File: config.mk
export PLATFORM = sky130hd
export DESIGN_NAME = decimal_accumulator_cpu_unit
export DESIGN_NICKNAME = d
export VERILOG_FILES = /design/src/rtl/dacc_pkg.sv /design/src/rtl/dacc_div.sv /design/src/rtl/dacc_ctrl.sv /design/src/rtl/dacc_dp.sv /design/src/rtl/decimal_accumulator_cpu_unit.sv
export SDC_FILE = /design/constraint.sdc
export NUM_CORES = 2
export LEC_CHECK = 0
export BUFFER_PORTS_ARGS = -buffer_cell sky130_fd_sc_hd__buf_2
export CELL_PAD_IN_SITES_DETAIL_PLACEMENT = 0
export CELL_PAD_IN_SITES_GLOBAL_PLACEMENT = 1
export CORE_MARGIN = 4
export CORE_UTILIZATION = 44
export CTS_CLUSTER_DIAMETER = 80
export CTS_CLUSTER_SIZE = 28
export DETAILED_ROUTE_END_ITERATION = 16
export GPL_TIMING_DRIVEN = 0
export PLACE_DENSITY = 0.64
export RECOVER_POWER = 50
export SYNTH_ARGS = -nofsm -noshare
export SYNTH_HDL_FRONTEND = slang
export SYNTH_SLANG_ARGS = --single-unit
File: constraint.sdc
create_clock -name clk -period 12.4 [get_ports clk]
set_input_delay 0.62 -clock clk [delete_from_list [all_inputs] [get_ports clk]]
set_output_delay 0.62 -clock clk [all_outputs]
set_load 0.02 [all_outputs]
File: src/rtl/dacc_pkg.sv
// ---------------------------------------------------------------------------
// dacc_pkg
// Shared widths, codes, controller/datapath bundles and helpers for the
// decimal accumulator machine.
// ---------------------------------------------------------------------------
`default_nettype none

package dacc_pkg;

    // Sizes
    localparam int MEM_WORDS_DEF = 100;
    localparam int WORD_W        = 15;
    localparam int MAG_W         = WORD_W - 1;
    localparam int ACC_W         = 28;
    localparam int PC_W          = 7;
    localparam int KIND_W        = 2;
    localparam int STATUS_W      = 3;
    localparam int OPC_W         = 7;
    localparam int EXEC_W        = 4;

    // Decimal word limits and the split of a word by 100
    localparam logic signed [WORD_W-1:0] WORD_LIMIT = 15'sd9999;
    localparam logic signed [ACC_W-1:0]  ACC_LIMIT  = 28'sd9999;
    localparam logic [MAG_W-1:0]         DEC_BASE   = 14'd100;
    localparam logic [12:0]              DIV100_MUL = 13'd5243;
    localparam int                       DIV100_SHIFT = 19;

    // Item kinds
    localparam logic [KIND_W-1:0] KIND_LOAD    = 2'd0;
    localparam logic [KIND_W-1:0] KIND_RESTART = 2'd1;
    localparam logic [KIND_W-1:0] KIND_EXEC    = 2'd2;

    // Result status codes
    localparam logic [STATUS_W-1:0] ST_OK        = 3'd0;
    localparam logic [STATUS_W-1:0] ST_HALTED    = 3'd1;
    localparam logic [STATUS_W-1:0] ST_OVERFLOW  = 3'd2;
    localparam logic [STATUS_W-1:0] ST_DIV_ZERO  = 3'd3;
    localparam logic [STATUS_W-1:0] ST_PC_RANGE  = 3'd4;
    localparam logic [STATUS_W-1:0] ST_IDLE_STOP = 3'd5;
    localparam logic [STATUS_W-1:0] ST_LOADED    = 3'd6;

    // Instruction opcodes
    localparam logic [OPC_W-1:0] OP_NOP      = 7'd0;
    localparam logic [OPC_W-1:0] OP_READ     = 7'd10;
    localparam logic [OPC_W-1:0] OP_WRITE    = 7'd11;
    localparam logic [OPC_W-1:0] OP_LOAD     = 7'd20;
    localparam logic [OPC_W-1:0] OP_STORE    = 7'd21;
    localparam logic [OPC_W-1:0] OP_ADD      = 7'd30;
    localparam logic [OPC_W-1:0] OP_SUB      = 7'd31;
    localparam logic [OPC_W-1:0] OP_DIV      = 7'd32;
    localparam logic [OPC_W-1:0] OP_MUL      = 7'd33;
    localparam logic [OPC_W-1:0] OP_BRANCH   = 7'd40;
    localparam logic [OPC_W-1:0] OP_BRNEG    = 7'd41;
    localparam logic [OPC_W-1:0] OP_BRZERO   = 7'd42;
    localparam logic [OPC_W-1:0] OP_HALT     = 7'd43;

    // Datapath execute actions
    localparam logic [EXEC_W-1:0] EX_NONE  = 4'd0;
    localparam logic [EXEC_W-1:0] EX_READ  = 4'd1;
    localparam logic [EXEC_W-1:0] EX_WRITE = 4'd2;
    localparam logic [EXEC_W-1:0] EX_LOAD  = 4'd3;
    localparam logic [EXEC_W-1:0] EX_STORE = 4'd4;
    localparam logic [EXEC_W-1:0] EX_ADD   = 4'd5;
    localparam logic [EXEC_W-1:0] EX_SUB   = 4'd6;
    localparam logic [EXEC_W-1:0] EX_MUL   = 4'd7;
    localparam logic [EXEC_W-1:0] EX_JUMP  = 4'd8;
    localparam logic [EXEC_W-1:0] EX_HALT  = 4'd9;
    localparam logic [EXEC_W-1:0] EX_DIVZ  = 4'd10;

    // Controller to datapath commands
    typedef struct packed {
        logic              capture;
        logic              mem_load;
        logic              restart;
        logic              idle_stop;
        logic              pc_stop;
        logic              fetch;
        logic              decode;
        logic              split;
        logic [EXEC_W-1:0] exec;
        logic              div_start;
        logic              div_finish;
        logic              check;
        logic              emit;
    } cmd_t;

    // Datapath to controller status
    typedef struct packed {
        logic [KIND_W-1:0] kind;
        logic              stopped;
        logic              pc_oor;
        logic [OPC_W-1:0]  op;
        logic              m_zero;
        logic              acc_neg;
        logic              acc_zero;
        logic              div_done;
        logic              out_free;
    } stat_t;

    // Clamp a value to the decimal word range
    function automatic logic signed [WORD_W-1:0] sat_word(input logic signed [ACC_W-1:0] x);
        logic signed [WORD_W-1:0] r;
        if (x > ACC_LIMIT) begin
            r = WORD_LIMIT;
        end else if (x < -ACC_LIMIT) begin
            r = -WORD_LIMIT;
        end else begin
            r = x[WORD_W-1:0];
        end
        return r;
    endfunction

endpackage

`default_nettype wire

File: src/rtl/dacc_div.sv
// ---------------------------------------------------------------------------
// dacc_div
// Iterative signed divider, one quotient bit per cycle, truncating toward
// zero. Operands are decimal words; the divisor is never zero when started.
// ---------------------------------------------------------------------------
`default_nettype none

module dacc_div
    import dacc_pkg::*;
(
    input  wire logic                     clk,
    input  wire logic                     rst_n,
    input  wire logic                     start,
    input  wire logic signed [WORD_W-1:0] dividend,
    input  wire logic signed [WORD_W-1:0] divisor,
    output logic                          done,
    output logic signed [WORD_W-1:0]      quotient
);

    localparam int CNT_W = $clog2(MAG_W + 1);

    logic             busy_reg;
    logic             done_reg;
    logic [CNT_W-1:0] cnt_reg;
    logic [MAG_W:0]   rem_reg;
    logic [MAG_W-1:0] quo_reg;
    logic [MAG_W-1:0] den_reg;
    logic             neg_reg;

    logic signed [WORD_W-1:0] a_abs;
    logic signed [WORD_W-1:0] b_abs;
    logic [MAG_W:0]           rem_sh;
    logic                     ge;

    // Magnitudes and one restoring step
    always_comb begin
        a_abs  = dividend[WORD_W-1] ? -dividend : dividend;
        b_abs  = divisor[WORD_W-1] ? -divisor : divisor;
        rem_sh = {rem_reg[MAG_W-1:0], quo_reg[MAG_W-1]};
        ge     = rem_sh >= {1'b0, den_reg};
    end

    // Sequence the iterations
    always_ff @(posedge clk or negedge rst_n) begin
        if (!rst_n) begin
            busy_reg <= 1'b0;
            done_reg <= 1'b0;
            cnt_reg  <= '0;
        end else begin
            done_reg <= busy_reg && (cnt_reg == CNT_W'(1));
            if (start) begin
                busy_reg <= 1'b1;
                cnt_reg  <= CNT_W'(MAG_W);
            end else if (busy_reg) begin
                cnt_reg <= cnt_reg - CNT_W'(1);
                if (cnt_reg == CNT_W'(1)) begin
                    busy_reg <= 1'b0;
                end
            end
        end
    end

    // Shift remainder and quotient
    always_ff @(posedge clk) begin
        if (start) begin
            rem_reg <= '0;
            quo_reg <= a_abs[MAG_W-1:0];
            den_reg <= b_abs[MAG_W-1:0];
            neg_reg <= dividend[WORD_W-1] ^ divisor[WORD_W-1];
        end else if (busy_reg) begin
            rem_reg <= ge ? (rem_sh - {1'b0, den_reg}) : rem_sh;
            quo_reg <= {quo_reg[MAG_W-2:0], ge};
        end
    end

    assign done     = done_reg;
    assign quotient = neg_reg ? -$signed({1'b0, quo_reg}) : $signed({1'b0, quo_reg});

endmodule

`default_nettype wire

File: src/rtl/dacc_ctrl.sv
// ---------------------------------------------------------------------------
// dacc_ctrl
// Controller state machine: accepts an item, walks the datapath through
// load, restart or fetch/decode/execute, and hands the result out.
// ---------------------------------------------------------------------------
`default_nettype none

module dacc_ctrl
    import dacc_pkg::*;
(
    input  wire logic  clk,
    input  wire logic  rst_n,
    input  wire logic  item_valid,
    output logic       item_ready,
    input  wire stat_t stat,
    output cmd_t       cmd
);

    localparam logic [2:0] S_IDLE     = 3'd0;
    localparam logic [2:0] S_DISPATCH = 3'd1;
    localparam logic [2:0] S_FETCH    = 3'd2;
    localparam logic [2:0] S_SPLIT    = 3'd3;
    localparam logic [2:0] S_OPER     = 3'd4;
    localparam logic [2:0] S_DIV      = 3'd5;
    localparam logic [2:0] S_CHECK    = 3'd6;
    localparam logic [2:0] S_DONE     = 3'd7;

    logic [2:0] state_reg;
    logic [2:0] state_next;

    // Next state and commands
    always_comb begin
        cmd        = '0;
        state_next = state_reg;
        item_ready = 1'b0;
        unique case (state_reg)
            S_IDLE: begin
                item_ready = 1'b1;
                if (item_valid) begin
                    cmd.capture = 1'b1;
                    state_next  = S_DISPATCH;
                end
            end
            S_DISPATCH: begin
                unique case (stat.kind)
                    KIND_LOAD: begin
                        cmd.mem_load = 1'b1;
                        state_next   = S_DONE;
                    end
                    KIND_EXEC: begin
                        if (stat.stopped) begin
                            cmd.idle_stop = 1'b1;
                            state_next    = S_DONE;
                        end else if (stat.pc_oor) begin
                            cmd.pc_stop = 1'b1;
                            state_next  = S_DONE;
                        end else begin
                            cmd.fetch  = 1'b1;
                            state_next = S_FETCH;
                        end
                    end
                    default: begin
                        // restart, and the unused kind code
                        cmd.restart = 1'b1;
                        state_next  = S_DONE;
                    end
                endcase
            end
            S_FETCH: begin
                cmd.decode = 1'b1;
                state_next = S_SPLIT;
            end
            S_SPLIT: begin
                cmd.split  = 1'b1;
                state_next = S_OPER;
            end
            S_OPER: begin
                state_next = S_CHECK;
                unique case (stat.op)
                    OP_READ:   cmd.exec = EX_READ;
                    OP_WRITE:  cmd.exec = EX_WRITE;
                    OP_LOAD:   cmd.exec = EX_LOAD;
                    OP_STORE:  cmd.exec = EX_STORE;
                    OP_ADD:    cmd.exec = EX_ADD;
                    OP_SUB:    cmd.exec = EX_SUB;
                    OP_MUL:    cmd.exec = EX_MUL;
                    OP_DIV: begin
                        if (stat.m_zero) begin
                            cmd.exec = EX_DIVZ;
                        end else begin
                            cmd.div_start = 1'b1;
                            state_next    = S_DIV;
                        end
                    end
                    OP_BRANCH: cmd.exec = EX_JUMP;
                    OP_BRNEG:  cmd.exec = stat.acc_neg ? EX_JUMP : EX_NONE;
                    OP_BRZERO: cmd.exec = stat.acc_zero ? EX_JUMP : EX_NONE;
                    OP_HALT:   cmd.exec = EX_HALT;
                    default:   cmd.exec = EX_NONE;
                endcase
            end
            S_DIV: begin
                if (stat.div_done) begin
                    cmd.div_finish = 1'b1;
                    state_next     = S_CHECK;
                end
            end
            S_CHECK: begin
                cmd.check  = 1'b1;
                state_next = S_DONE;
            end
            S_DONE: begin
                if (stat.out_free) begin
                    cmd.emit   = 1'b1;
                    state_next = S_IDLE;
                end
            end
            default: state_next = S_IDLE;
        endcase
    end

    // State register
    always_ff @(posedge clk or negedge rst_n) begin
        if (!rst_n) begin
            state_reg <= S_IDLE;
        end else begin
            state_reg <= state_next;
        end
    end

endmodule

`default_nettype wire

File: src/rtl/dacc_dp.sv
// ---------------------------------------------------------------------------
// dacc_dp
// Datapath: program memory with per-word valid bits, accumulator, program
// counter, instruction split, arithmetic, divider and result register.
// ---------------------------------------------------------------------------
`default_nettype none

module dacc_dp
    import dacc_pkg::*;
#(
    parameter int MEM_WORDS = MEM_WORDS_DEF
)
(
    input  wire logic                     clk,
    input  wire logic                     rst_n,
    input  wire cmd_t                     cmd,
    output stat_t                         stat,
    input  wire logic [KIND_W-1:0]        item_kind,
    input  wire logic [PC_W-1:0]          item_addr,
    input  wire logic signed [WORD_W-1:0] item_value,
    input  wire logic signed [WORD_W-1:0] item_read,
    output logic                          result_valid,
    input  wire logic                     result_ready,
    output logic [STATUS_W-1:0]           res_status,
    output logic                          res_out_valid,
    output logic signed [WORD_W-1:0]      res_out_word,
    output logic signed [ACC_W-1:0]       res_acc,
    output logic [PC_W-1:0]               res_pc,
    output logic                          res_stopped
);

    localparam int ADDR_W = $clog2(MEM_WORDS);
    localparam int PROD_W = MAG_W + 13;

    // Captured item
    logic [KIND_W-1:0]        kind_reg;
    logic [PC_W-1:0]          addr_reg;
    logic signed [WORD_W-1:0] value_reg;
    logic signed [WORD_W-1:0] rd_reg;

    // Architectural state
    logic signed [ACC_W-1:0]  acc_reg, acc_next;
    logic [PC_W-1:0]          pc_reg, pc_next;
    logic                     stop_reg, stop_next;

    // Per-item result fields
    logic [STATUS_W-1:0]      st_reg, st_next;
    logic                     wr_reg, wr_next;
    logic signed [WORD_W-1:0] ow_reg, ow_next;

    // Program memory
    logic signed [WORD_W-1:0] mem [MEM_WORDS];
    logic [MEM_WORDS-1:0]     mvalid_reg;
    logic signed [WORD_W-1:0] rdata_reg;
    logic                     rvalid_reg;
    logic                     mem_we;
    logic [PC_W-1:0]          mem_waddr;
    logic signed [WORD_W-1:0] mem_wdata;
    logic                     mem_re;
    logic [PC_W-1:0]          mem_raddr;
    logic signed [WORD_W-1:0] mword;

    // Instruction split
    logic [MAG_W-1:0]         mag_reg;
    logic                     neg_reg;
    logic [OPC_W-1:0]         q_reg;
    logic [OPC_W-1:0]         op_reg;
    logic [PC_W-1:0]          opd_reg;
    logic [PROD_W-1:0]        prod;
    logic [PC_W-1:0]          opd_calc;

    // Arithmetic
    logic signed [2*WORD_W-1:0] mul_full;
    logic signed [WORD_W-1:0]   div_q;
    logic                       div_done;

    // Result register
    logic                     res_valid_reg;
    logic [STATUS_W-1:0]      res_status_reg;
    logic                     res_wr_reg;
    logic signed [WORD_W-1:0] res_ow_reg;
    logic signed [ACC_W-1:0]  res_acc_reg;
    logic [PC_W-1:0]          res_pc_reg;
    logic                     res_stop_reg;

    // Unwritten words read as zero
    assign mword = rvalid_reg ? rdata_reg : '0;

    // Divide the fetched word by 100 through a reciprocal multiply
    assign prod     = mword[MAG_W-1:0] * DIV100_MUL;
    assign opd_calc = PC_W'(mag_reg - MAG_W'(q_reg) * DEC_BASE);
    assign mul_full = $signed(acc_reg[WORD_W-1:0]) * mword;

    // Memory read port select
    assign mem_re    = cmd.fetch || cmd.split;
    assign mem_raddr = cmd.split ? opd_calc : pc_reg;

    // Next-state logic for accumulator, pc, flags and memory writes
    always_comb begin
        acc_next  = acc_reg;
        pc_next   = pc_reg;
        stop_next = stop_reg;
        st_next   = st_reg;
        wr_next   = wr_reg;
        ow_next   = ow_reg;
        mem_we    = 1'b0;
        mem_waddr = opd_reg;
        mem_wdata = sat_word(ACC_W'(rd_reg));

        if (cmd.capture) begin
            st_next = ST_OK;
            wr_next = 1'b0;
            ow_next = '0;
        end
        if (cmd.mem_load) begin
            st_next   = ST_LOADED;
            mem_we    = addr_reg < PC_W'(MEM_WORDS);
            mem_waddr = addr_reg;
            mem_wdata = sat_word(ACC_W'(value_reg));
        end
        if (cmd.restart) begin
            acc_next  = '0;
            pc_next   = '0;
            stop_next = 1'b0;
            st_next   = ST_OK;
        end
        if (cmd.idle_stop) begin
            st_next = ST_IDLE_STOP;
        end
        if (cmd.pc_stop) begin
            stop_next = 1'b1;
            st_next   = ST_PC_RANGE;
        end
        if (cmd.split) begin
            pc_next = pc_reg + PC_W'(1);
        end

        case (cmd.exec)
            EX_READ: begin
                mem_we    = 1'b1;
                mem_wdata = sat_word(ACC_W'(rd_reg));
            end
            EX_WRITE: begin
                wr_next = 1'b1;
                ow_next = mword;
            end
            EX_LOAD:  acc_next = ACC_W'(mword);
            EX_STORE: begin
                mem_we    = 1'b1;
                mem_wdata = sat_word(acc_reg);
            end
            EX_ADD:   acc_next = acc_reg + ACC_W'(mword);
            EX_SUB:   acc_next = acc_reg - ACC_W'(mword);
            EX_MUL:   acc_next = ACC_W'(mul_full);
            EX_JUMP:  pc_next = opd_reg;
            EX_HALT: begin
                stop_next = 1'b1;
                st_next   = ST_HALTED;
            end
            EX_DIVZ:  st_next = ST_DIV_ZERO;
            default: ;
        endcase

        if (cmd.div_finish) begin
            acc_next = ACC_W'(div_q);
        end
        // Stop on an accumulator outside the decimal range
        if (cmd.check && (acc_reg > ACC_LIMIT || acc_reg < -ACC_LIMIT)) begin
            stop_next = 1'b1;
            st_next   = ST_OVERFLOW;
        end
    end

    // Control state
    always_ff @(posedge clk or negedge rst_n) begin
        if (!rst_n) begin
            acc_reg       <= '0;
            pc_reg        <= '0;
            stop_reg      <= 1'b0;
            mvalid_reg    <= '0;
            rvalid_reg    <= 1'b0;
            res_valid_reg <= 1'b0;
        end else begin
            acc_reg  <= acc_next;
            pc_reg   <= pc_next;
            stop_reg <= stop_next;
            if (mem_we) begin
                mvalid_reg[mem_waddr[ADDR_W-1:0]] <= 1'b1;
            end
            if (mem_re) begin
                rvalid_reg <= mvalid_reg[mem_raddr[ADDR_W-1:0]];
            end
            if (cmd.emit) begin
                res_valid_reg <= 1'b1;
            end else if (result_ready) begin
                res_valid_reg <= 1'b0;
            end
        end
    end

    // Memory array, registered read
    always_ff @(posedge clk) begin
        if (mem_we) begin
            mem[mem_waddr[ADDR_W-1:0]] <= mem_wdata;
        end
        if (mem_re) begin
            rdata_reg <= mem[mem_raddr[ADDR_W-1:0]];
        end
    end

    // Item capture, instruction split and result payload
    always_ff @(posedge clk) begin
        st_reg <= st_next;
        wr_reg <= wr_next;
        ow_reg <= ow_next;
        if (cmd.capture) begin
            kind_reg  <= item_kind;
            addr_reg  <= item_addr;
            value_reg <= item_value;
            rd_reg    <= item_read;
        end
        if (cmd.decode) begin
            mag_reg <= mword[MAG_W-1:0];
            neg_reg <= mword[WORD_W-1];
            q_reg   <= prod[DIV100_SHIFT +: OPC_W];
        end
        if (cmd.split) begin
            // negative words never decode to an instruction
            op_reg  <= neg_reg ? OP_NOP : q_reg;
            opd_reg <= opd_calc;
        end
        if (cmd.emit) begin
            res_status_reg <= st_reg;
            res_wr_reg     <= wr_reg;
            res_ow_reg     <= ow_reg;
            res_acc_reg    <= acc_reg;
            res_pc_reg     <= pc_reg;
            res_stop_reg   <= stop_reg;
        end
    end

    dacc_div u_div (
        .clk      (clk),
        .rst_n    (rst_n),
        .start    (cmd.div_start),
        .dividend (acc_reg[WORD_W-1:0]),
        .divisor  (mword),
        .done     (div_done),
        .quotient (div_q)
    );

    // Status to the controller
    always_comb begin
        stat.kind     = kind_reg;
        stat.stopped  = stop_reg;
        stat.pc_oor   = pc_reg >= PC_W'(MEM_WORDS);
        stat.op       = op_reg;
        stat.m_zero   = mword == '0;
        stat.acc_neg  = acc_reg < 0;
        stat.acc_zero = acc_reg == '0;
        stat.div_done = div_done;
        stat.out_free = !res_valid_reg || result_ready;
    end

    assign result_valid  = res_valid_reg;
    assign res_status    = res_status_reg;
    assign res_out_valid = res_wr_reg;
    assign res_out_word  = res_ow_reg;
    assign res_acc       = res_acc_reg;
    assign res_pc        = res_pc_reg;
    assign res_stopped   = res_stop_reg;

endmodule

`default_nettype wire

File: src/rtl/decimal_accumulator_cpu_unit.sv
// ---------------------------------------------------------------------------
// decimal_accumulator_cpu_unit
// Top level of the decimal accumulator machine: controller plus datapath.
// ---------------------------------------------------------------------------
// One item is in work at a time; item_ready is high only while the block
// waits for a new item, and a finished result waits in an output register.
// A load or restart item goes from dispatch straight to the result state.
// An executed instruction passes through dispatch with the read of the word
// at the program counter, opcode split by a reciprocal multiply, operand
// split and operand read, execute, range check and result. DIVIDE runs the
// bit-serial divider, one quotient bit per cycle over 14 bits, between
// execute and range check. A result that is not taken holds the next
// finished item until the output register frees. Program memory clears
// at reset through one valid bit per word, with no clearing pass; the block
// takes items right after reset.
`default_nettype none

module decimal_accumulator_cpu_unit
    import dacc_pkg::*;
#(
    parameter int MEM_WORDS = MEM_WORDS_DEF
)
(
    input  wire logic                     clk,
    input  wire logic                     rst_n,
    input  wire logic                     item_valid,
    output logic                          item_ready,
    input  wire logic [KIND_W-1:0]        opcode,
    input  wire logic [PC_W-1:0]          address,
    input  wire logic signed [WORD_W-1:0] value,
    input  wire logic signed [WORD_W-1:0] read_value,
    output logic                          result_valid,
    input  wire logic                     result_ready,
    output logic [STATUS_W-1:0]           status,
    output logic                          out_valid,
    output logic signed [WORD_W-1:0]      out_word,
    output logic signed [ACC_W-1:0]       acc_now,
    output logic [PC_W-1:0]               pc_now,
    output logic                          is_stopped
);

    cmd_t  cmd;
    stat_t stat;

    dacc_ctrl u_ctrl (
        .clk        (clk),
        .rst_n      (rst_n),
        .item_valid (item_valid),
        .item_ready (item_ready),
        .stat       (stat),
        .cmd        (cmd)
    );

    dacc_dp #(
        .MEM_WORDS (MEM_WORDS)
    ) u_dp (
        .clk           (clk),
        .rst_n         (rst_n),
        .cmd           (cmd),
        .stat          (stat),
        .item_kind     (opcode),
        .item_addr     (address),
        .item_value    (value),
        .item_read     (read_value),
        .result_valid  (result_valid),
        .result_ready  (result_ready),
        .res_status    (status),
        .res_out_valid (out_valid),
        .res_out_word  (out_word),
        .res_acc       (acc_now),
        .res_pc        (pc_now),
        .res_stopped   (is_stopped)
    );

    // One item in work at a time
    assert property (@(posedge clk) disable iff (!rst_n)
        item_valid && item_ready |=> !item_ready)
        else $error("item accepted while another is in work");

    // Stopping results must show the machine stopped
    assert property (@(posedge clk) disable iff (!rst_n)
        result_valid && (status == ST_HALTED || status == ST_OVERFLOW ||
                         status == ST_PC_RANGE) |-> is_stopped)
        else $error("stop status without stop flag");

    // A word is only emitted by a normally completed WRITE
    assert property (@(posedge clk) disable iff (!rst_n)
        result_valid && out_valid |-> status == ST_OK)
        else $error("emitted word with non-ok status");

    // Without an emitted word the output word reads zero
    assert property (@(posedge clk) disable iff (!rst_n)
        result_valid && !out_valid |-> out_word == '0)
        else $error("out_word nonzero without WRITE");

    // Never overwrite a result still waiting
    assert property (@(posedge clk) disable iff (!rst_n)
        cmd.emit |-> !result_valid || result_ready)
        else $error("result register overwritten");

endmodule

`default_nettype wire
Word level (Yosys, flattened, before mapping):

Memories as Yosys holds them, arrays and structs flattened. A register that Yosys moved wholly into a read port is not among the register bits.
Index checks and enable logic that the tools add are counted.

* add/subtract/negate cells: 9
* $mul: 3
* magnitude comparators: 13
* equality and inequality tests: 34
* muxes and demuxes: 84
* bitwise operators: 2
* reductions and logical operators: 21

Operator list (number)
* 15-bit two-way mux: 11
* 28-bit case mux with 4 select lines: 1
* 100-bit bitwise OR: 1
* 14-bit two-way mux: 5
* 28-bit two-way mux: 2
* 4-bit case mux with 12 select lines: 1
* 7-bit by 6-bit equality test with 1-bit output, second input constant: 6
* 3-bit two-way mux: 13
* 7-bit two-way mux: 5
* 1-bit two-way mux: 32
* 15-bit greater-than comparator, second input constant: 2
* 15-bit < comparator, second input constant: 2
* 15-bit case mux with 2 select lines: 1
* 28-bit by 15-bit adder with 28-bit output: 1
* 7-bit by 5-bit equality test with 1-bit output, second input constant: 4
* 28-bit by 15-bit greater-than comparator with 1-bit output, second input constant: 1
* 28-bit zero test: 1
* 28-bit by 1-bit < comparator with 1-bit output, second input constant: 1
* 28-bit by 15-bit < comparator with 1-bit output, second input constant: 1
* 15-bit by 15-bit multiplier with 28-bit output: 1
* 14-bit negation: 2
* 28-bit by 15-bit subtractor with 28-bit output: 1
* 14-bit by 13-bit multiplier with 26-bit output, second input constant: 1
* 3-bit case mux with 8 select lines: 1
* other kinds (42): 69

* flip-flop bits (word level): 332
* bits in writable memories: 1500
* output and inout port bits: 57
* logic and storage cells: 199
* memories: 1

Memory list
* u_dp.mem: depth 100, bits a word 15, rd ports 1, clocked after Yosys merged registers in 1, wr ports 1, RTL line dacc_dp.sv:52 `logic signed [WORD_W-1:0] mem [MEM_WORDS];`

Depth between registers and ports, before layout:

* word-level depth: 11
* depth in mapped cells: 26
* depth with buffers taken out: 24

Cells and area by module:

Synthesis repeated with hierarchy kept, for this count alone.

* cells, all modules: 5831
* area total of the unflattened synthesis: 87910.6 µm²

By module, submodules not included
* dacc_dp: instances 1, cells each 5359, area each 83769.1 µm²
* dacc_div: instances 1, cells each 403, area each 3636.0 µm²
* dacc_ctrl: instances 1, cells each 69, area each 505.5 µm²

Worst setup path after synthesis:

No wires, ideal clock.

* path kind: register to register
* start: reg u_dp.rdata_reg[12] (read register of u_dp.mem)
* end: mem u_dp.mem[0][10], data pin
* library setup time: 980 ps
* arrival: 6805 ps
* path slack: 4615 ps
* cell stages (with the launch flop): 13
* period minus slack after synthesis: 7785 ps
* path through: edfxtp_1 -> clkbuf_1 -> and2_1 -> clkbuf_1 -> inv_1 -> ha_1 -> nand3_1 -> nor3_2 -> a221o_1 -> o21ai_1 -> nand2_1 -> clkbuf_1 -> o21ai_0

* word-level cells in the longest chain between the ends: 7

RTL lines
* start: declaration: RTL line dacc_dp.sv:54 `logic signed [WORD_W-1:0] rdata_reg;`
* 15-bit two-way mux *: RTL line dacc_dp.sv:87 `assign mword = rvalid_reg ? rdata_reg : '0;`
* net u_dp.mword[12]: RTL line dacc_dp.sv:61 `logic signed [WORD_W-1:0] mword;`
* 15-bit zero test *: RTL line dacc_dp.sv:258 `stat.m_zero = mword == '0;`
* 4-bit two-way mux *: RTL line dacc_ctrl.sv:88 `if (stat.m_zero) begin`
* 4-bit case mux with 12 select lines *: RTL line dacc_ctrl.sv:79 `unique case (stat.op)`
* 5-bit two-way mux *: RTL line dacc_ctrl.sv:36 `unique case (state_reg)`
* 4-bit by 3-bit equality test with 1-bit output / 4-bit by 1-bit equality test with 1-bit output (equally long branches): RTL line dacc_dp.sv:138 `case (cmd.exec)`
* 15-bit case mux with 2 select lines *: RTL line dacc_dp.sv:138
* net u_dp.mem_wdata[10]: RTL line dacc_dp.sv:58 `logic signed [WORD_W-1:0] mem_wdata;`
* end: declaration: RTL line dacc_dp.sv:52

Mark *: on every way through the listed nets, which the timed path passes. The rest lies on a longest branch.

Worst setup path after layout:

* start: reg u_dp.rdata_reg[12] (read register of u_dp.mem)
* end: mem u_dp.mem[87][11], data pin

The elaborated chain is that of the path after synthesis.

==> impl_metrics.yaml <==
logic_synthesis:
  yosys-top-cells-area: "edfxtp_1 (58%), mux4_2 (10%), fa_1 (6.3%), dfrtp_1 (4.2%), ha_1 (3.4%)"
  yosysMostFrequentCell: "edfxtp_1"
  synth-main-ff-cell: "edfxtp_1"
  synth_area_um2: 87500
  synth-seq-area-share: 0.623
  avgSynthCellArea_um2: 15.1
  synthCells: 5791
  yosysUniqueCellTypes: 97
  ys_top_cells_by_count: "edfxtp_1 (1,682), nand2_1 (672), inv_1 (428), mux4_2 (401), nor2_1 (338)"
  synth_fp_nets: 6348
  yosys.area.top_type: "edfxtp_1"
  synth_edf_count: 1682
  synthArstFlopShare: 0.0796
  synth_top_area_share: 0.577
  yosysWarnings: 0
  synth_seq_cells: 1847
layout:
  area_delta_synth_final_pct: 10.6
  final_core_util: 0.490
  multiInputGateArea_um2: 30000
  largest_reg_flops: 1500
  fillers: 17100
  drive_above_1_share: 0.141
  regArea_um2: 54500
  stdcell_area_um2: 96800
  nets: 6707
setup_path:
  cp_num_buf_inv: 4
  crit_fanout: 68
  arrival_ps: 10220
  crit_slowest_cell: "clkbuf_1"
  max_stage_delay_ps: 2320
  cp-start-kind: "flip-flop"
  critPathKind: "reg -> reg"
  path_common_cell: "clkbuf_1"
  crit_chain: "clkbuf_1, and2_1, clkbuf_1, inv_1, ha_1, nand3_1, nor3_1, a221o_1, o21ai_0, nand2_1, nor2_1, o21ai_0, nand3_1, clkbuf_1"
  endpoint_kind: "flip-flop"
  cp_data_required_time_ps: 12510
  path_delay_family: "buffers and inverters"
grt:
  grt_max_degree: 107
  overflow: 0
  grt_pass1_wl_mm: 381
  antenna_found_initial: 6
  grt_pass1_vias: 51400
  grt_usage: 0.259
detailed_routing:
  wl_mm: 267
  via_per_inst: 5.80
  drtPass1Iterations: 7
  drc: 0
  routedWlPerCell_um: 30.1
  drt_iter0_drc: 5565
  vias: 51500
  ant_nets: 0
clock_tree:
  cts.clk_slew.worst_paths_ps: 100
  cts.sinks: 1847
  h-tree-depth: 3
  clock_latency_ps: 810
  numCtsBuffers: 103
  root_buffer: "clkbuf_16"
  tritoncts: "yes"
  cts_resized: 0
  clock_path_buffers: 3
sta:
  worst_slew_pin_slew_ps: 6500
  setup_tns_ps: 0
  hold_viol: 0
  max_freq_ghz: 0.0989
  slew-limit-headroom: -3.33
  finalMaxSlewViolations: 828
  fin_crit_sh: 0.816
  rsz0062_at_grt: "false"
  finalClockSkew_ps: 46.6
  setup_viol: 0
  min_period_ps: 10110
floorplanning:
  die_x_um: 454
  die_h_um: 454
  num_io_pins: 100
  initial_core_util: 0.443
  die_area_um2: 206000
  coreArea_um2: 198000
  num_rows: 163
run_status:
  violations: "max-capacitance violations, max-slew violations"
  run_status: "finished, violations left"
placed_design:
  post_dp_cell_area_um2: 93900
  port_buffers: 99
  place_hpwl_mm: 194
  gp_congestion: 0.932
power:
  ir_drop_mv: 0.150
  powerDensity_nw_per_um2: 239
  fin_total_pwr_mw: 23.2
  leakage_nw: 35.3
run:
  maxCapViolations: 23
hold_path:
  hp-class: "in -> reg"
cell type report:
cell class	instances	area share
sequential	1847	0.563
multi-input combinational	3220	0.310
tap	2640	0.0341
clock buffer	110	0.0272
timing repair buffer	254	0.0227
inverter	434	0.0168
buffer	290	0.0136
clock inverter	81	0.0123
antenna	3	0.0000775
worst paths after layout:
| path | from | to | slack [ps] | cells past startpoint |
|---|---|---|---|---|
| hold / removal | address[0] | u_dp.addr_reg[0] | 130 | 1 |
| hold reg to reg | u_dp.ow_reg[13] | u_dp.res_out_word[13] | 410 | 0 |
| setup / recovery | u_dp.rdata_reg[12] | u_dp.mem[87][11] | 2290 | 14 |
| max in group asynchronous | rst_n | u_dp.mvalid_reg[60] | 3560 | 3 |
| min in group asynchronous | rst_n | u_dp.u_div.cnt_reg[3] | 1380 | 2 |
| setup reg to reg | u_dp.rdata_reg[12] | u_dp.mem[87][11] | 2290 | 14 |
power by group:
part / leakage, nW / switching (mW) / internal (mW) / total (mW)
Combinational: 16.2 / 7.41 / 3.92 / 11.3
Clock: 1.83 / 2.34 / 1.83 / 4.17
Sequential: 17.3 / 0.267 / 7.39 / 7.65
Total: 35.3 / 10.0 / 13.1 / 23.2
worst register-to-register path, delay by kind of cell (launching register included):
kind                     cells  cell delay (ps)
buffers and inverters        4             4770
adder cells (fa/ha/maj)      1              410
AND/OR/NAND/NOR              6             2230
AO/OA/AOI/OAI                3             1630
flip-flops                   1              350
metrics by stage:
step | hold slack, ps | cells | setup slack [ps]
3_3_place_gp | 402 | 8530 | -5520
5_1_grt | 111 | 8876 | 2000
6_report | 134 | 8879 | 2290
4_1_cts | 11.7 | 8875 | 3450
2_1_floorplan | 324 | 5791 | 4620
3_5_place_dp | 405 | 8648 | 3460
layer usage:
metal	up-vias	track usage	part of all wire
met5	-	0	0.000049
met4	2	0.0971	0.046
met3	414	0.0348	0.063
met2	1847	0.430	0.49
met1	27100	0.351	0.40
li1	22100	-	-
placed cells by master (no fill, tap or decap), drive strengths merged, types with 23 or more instances in the layout:
master          n
edfxtp       1682
nand2         678
inv           472
clkbuf        419
mux4          401
nor2          341
fa            275
ha            239
a21oi         199
buf           199
dfrtp         147
o21ai         136
and3          115
nand3          94
xnor2          90
o21bai         65
or2            57
xor2           44
a31oi          41
dlygate4sd3    36
and2           35
o22ai          34
nor2b          33
clkinv         33
nor3           29
nand2b         23
kinds of logic (layout without fill, tap and decap cells):
family                   after synthesis  count (layout)  synth area share
AO/OA/AOI/OAI                        672             672            0.0499
other                                  0               3                 0
flip-flops                          1847            1847             0.623
multiplexers                         423             423             0.106
buffers and inverters                724            1169            0.0344
adder cells (fa/ha/maj)              514             514            0.0971
XOR/XNOR                             134             134            0.0135
AND/OR/NAND/NOR                     1477            1477            0.0761
what timing repair did:
| action | 4_1_cts | 5_1_grt |
|---|---|---|
| endpoints found under the setup margin | 0 | 0 |
| hold buffers | 36 | 0 |
| buffers inserted | 0 | 0 |
| endpoints found under the hold margin | 76 | 0 |
Note: power is estimated with default switching activity, not from simulation.
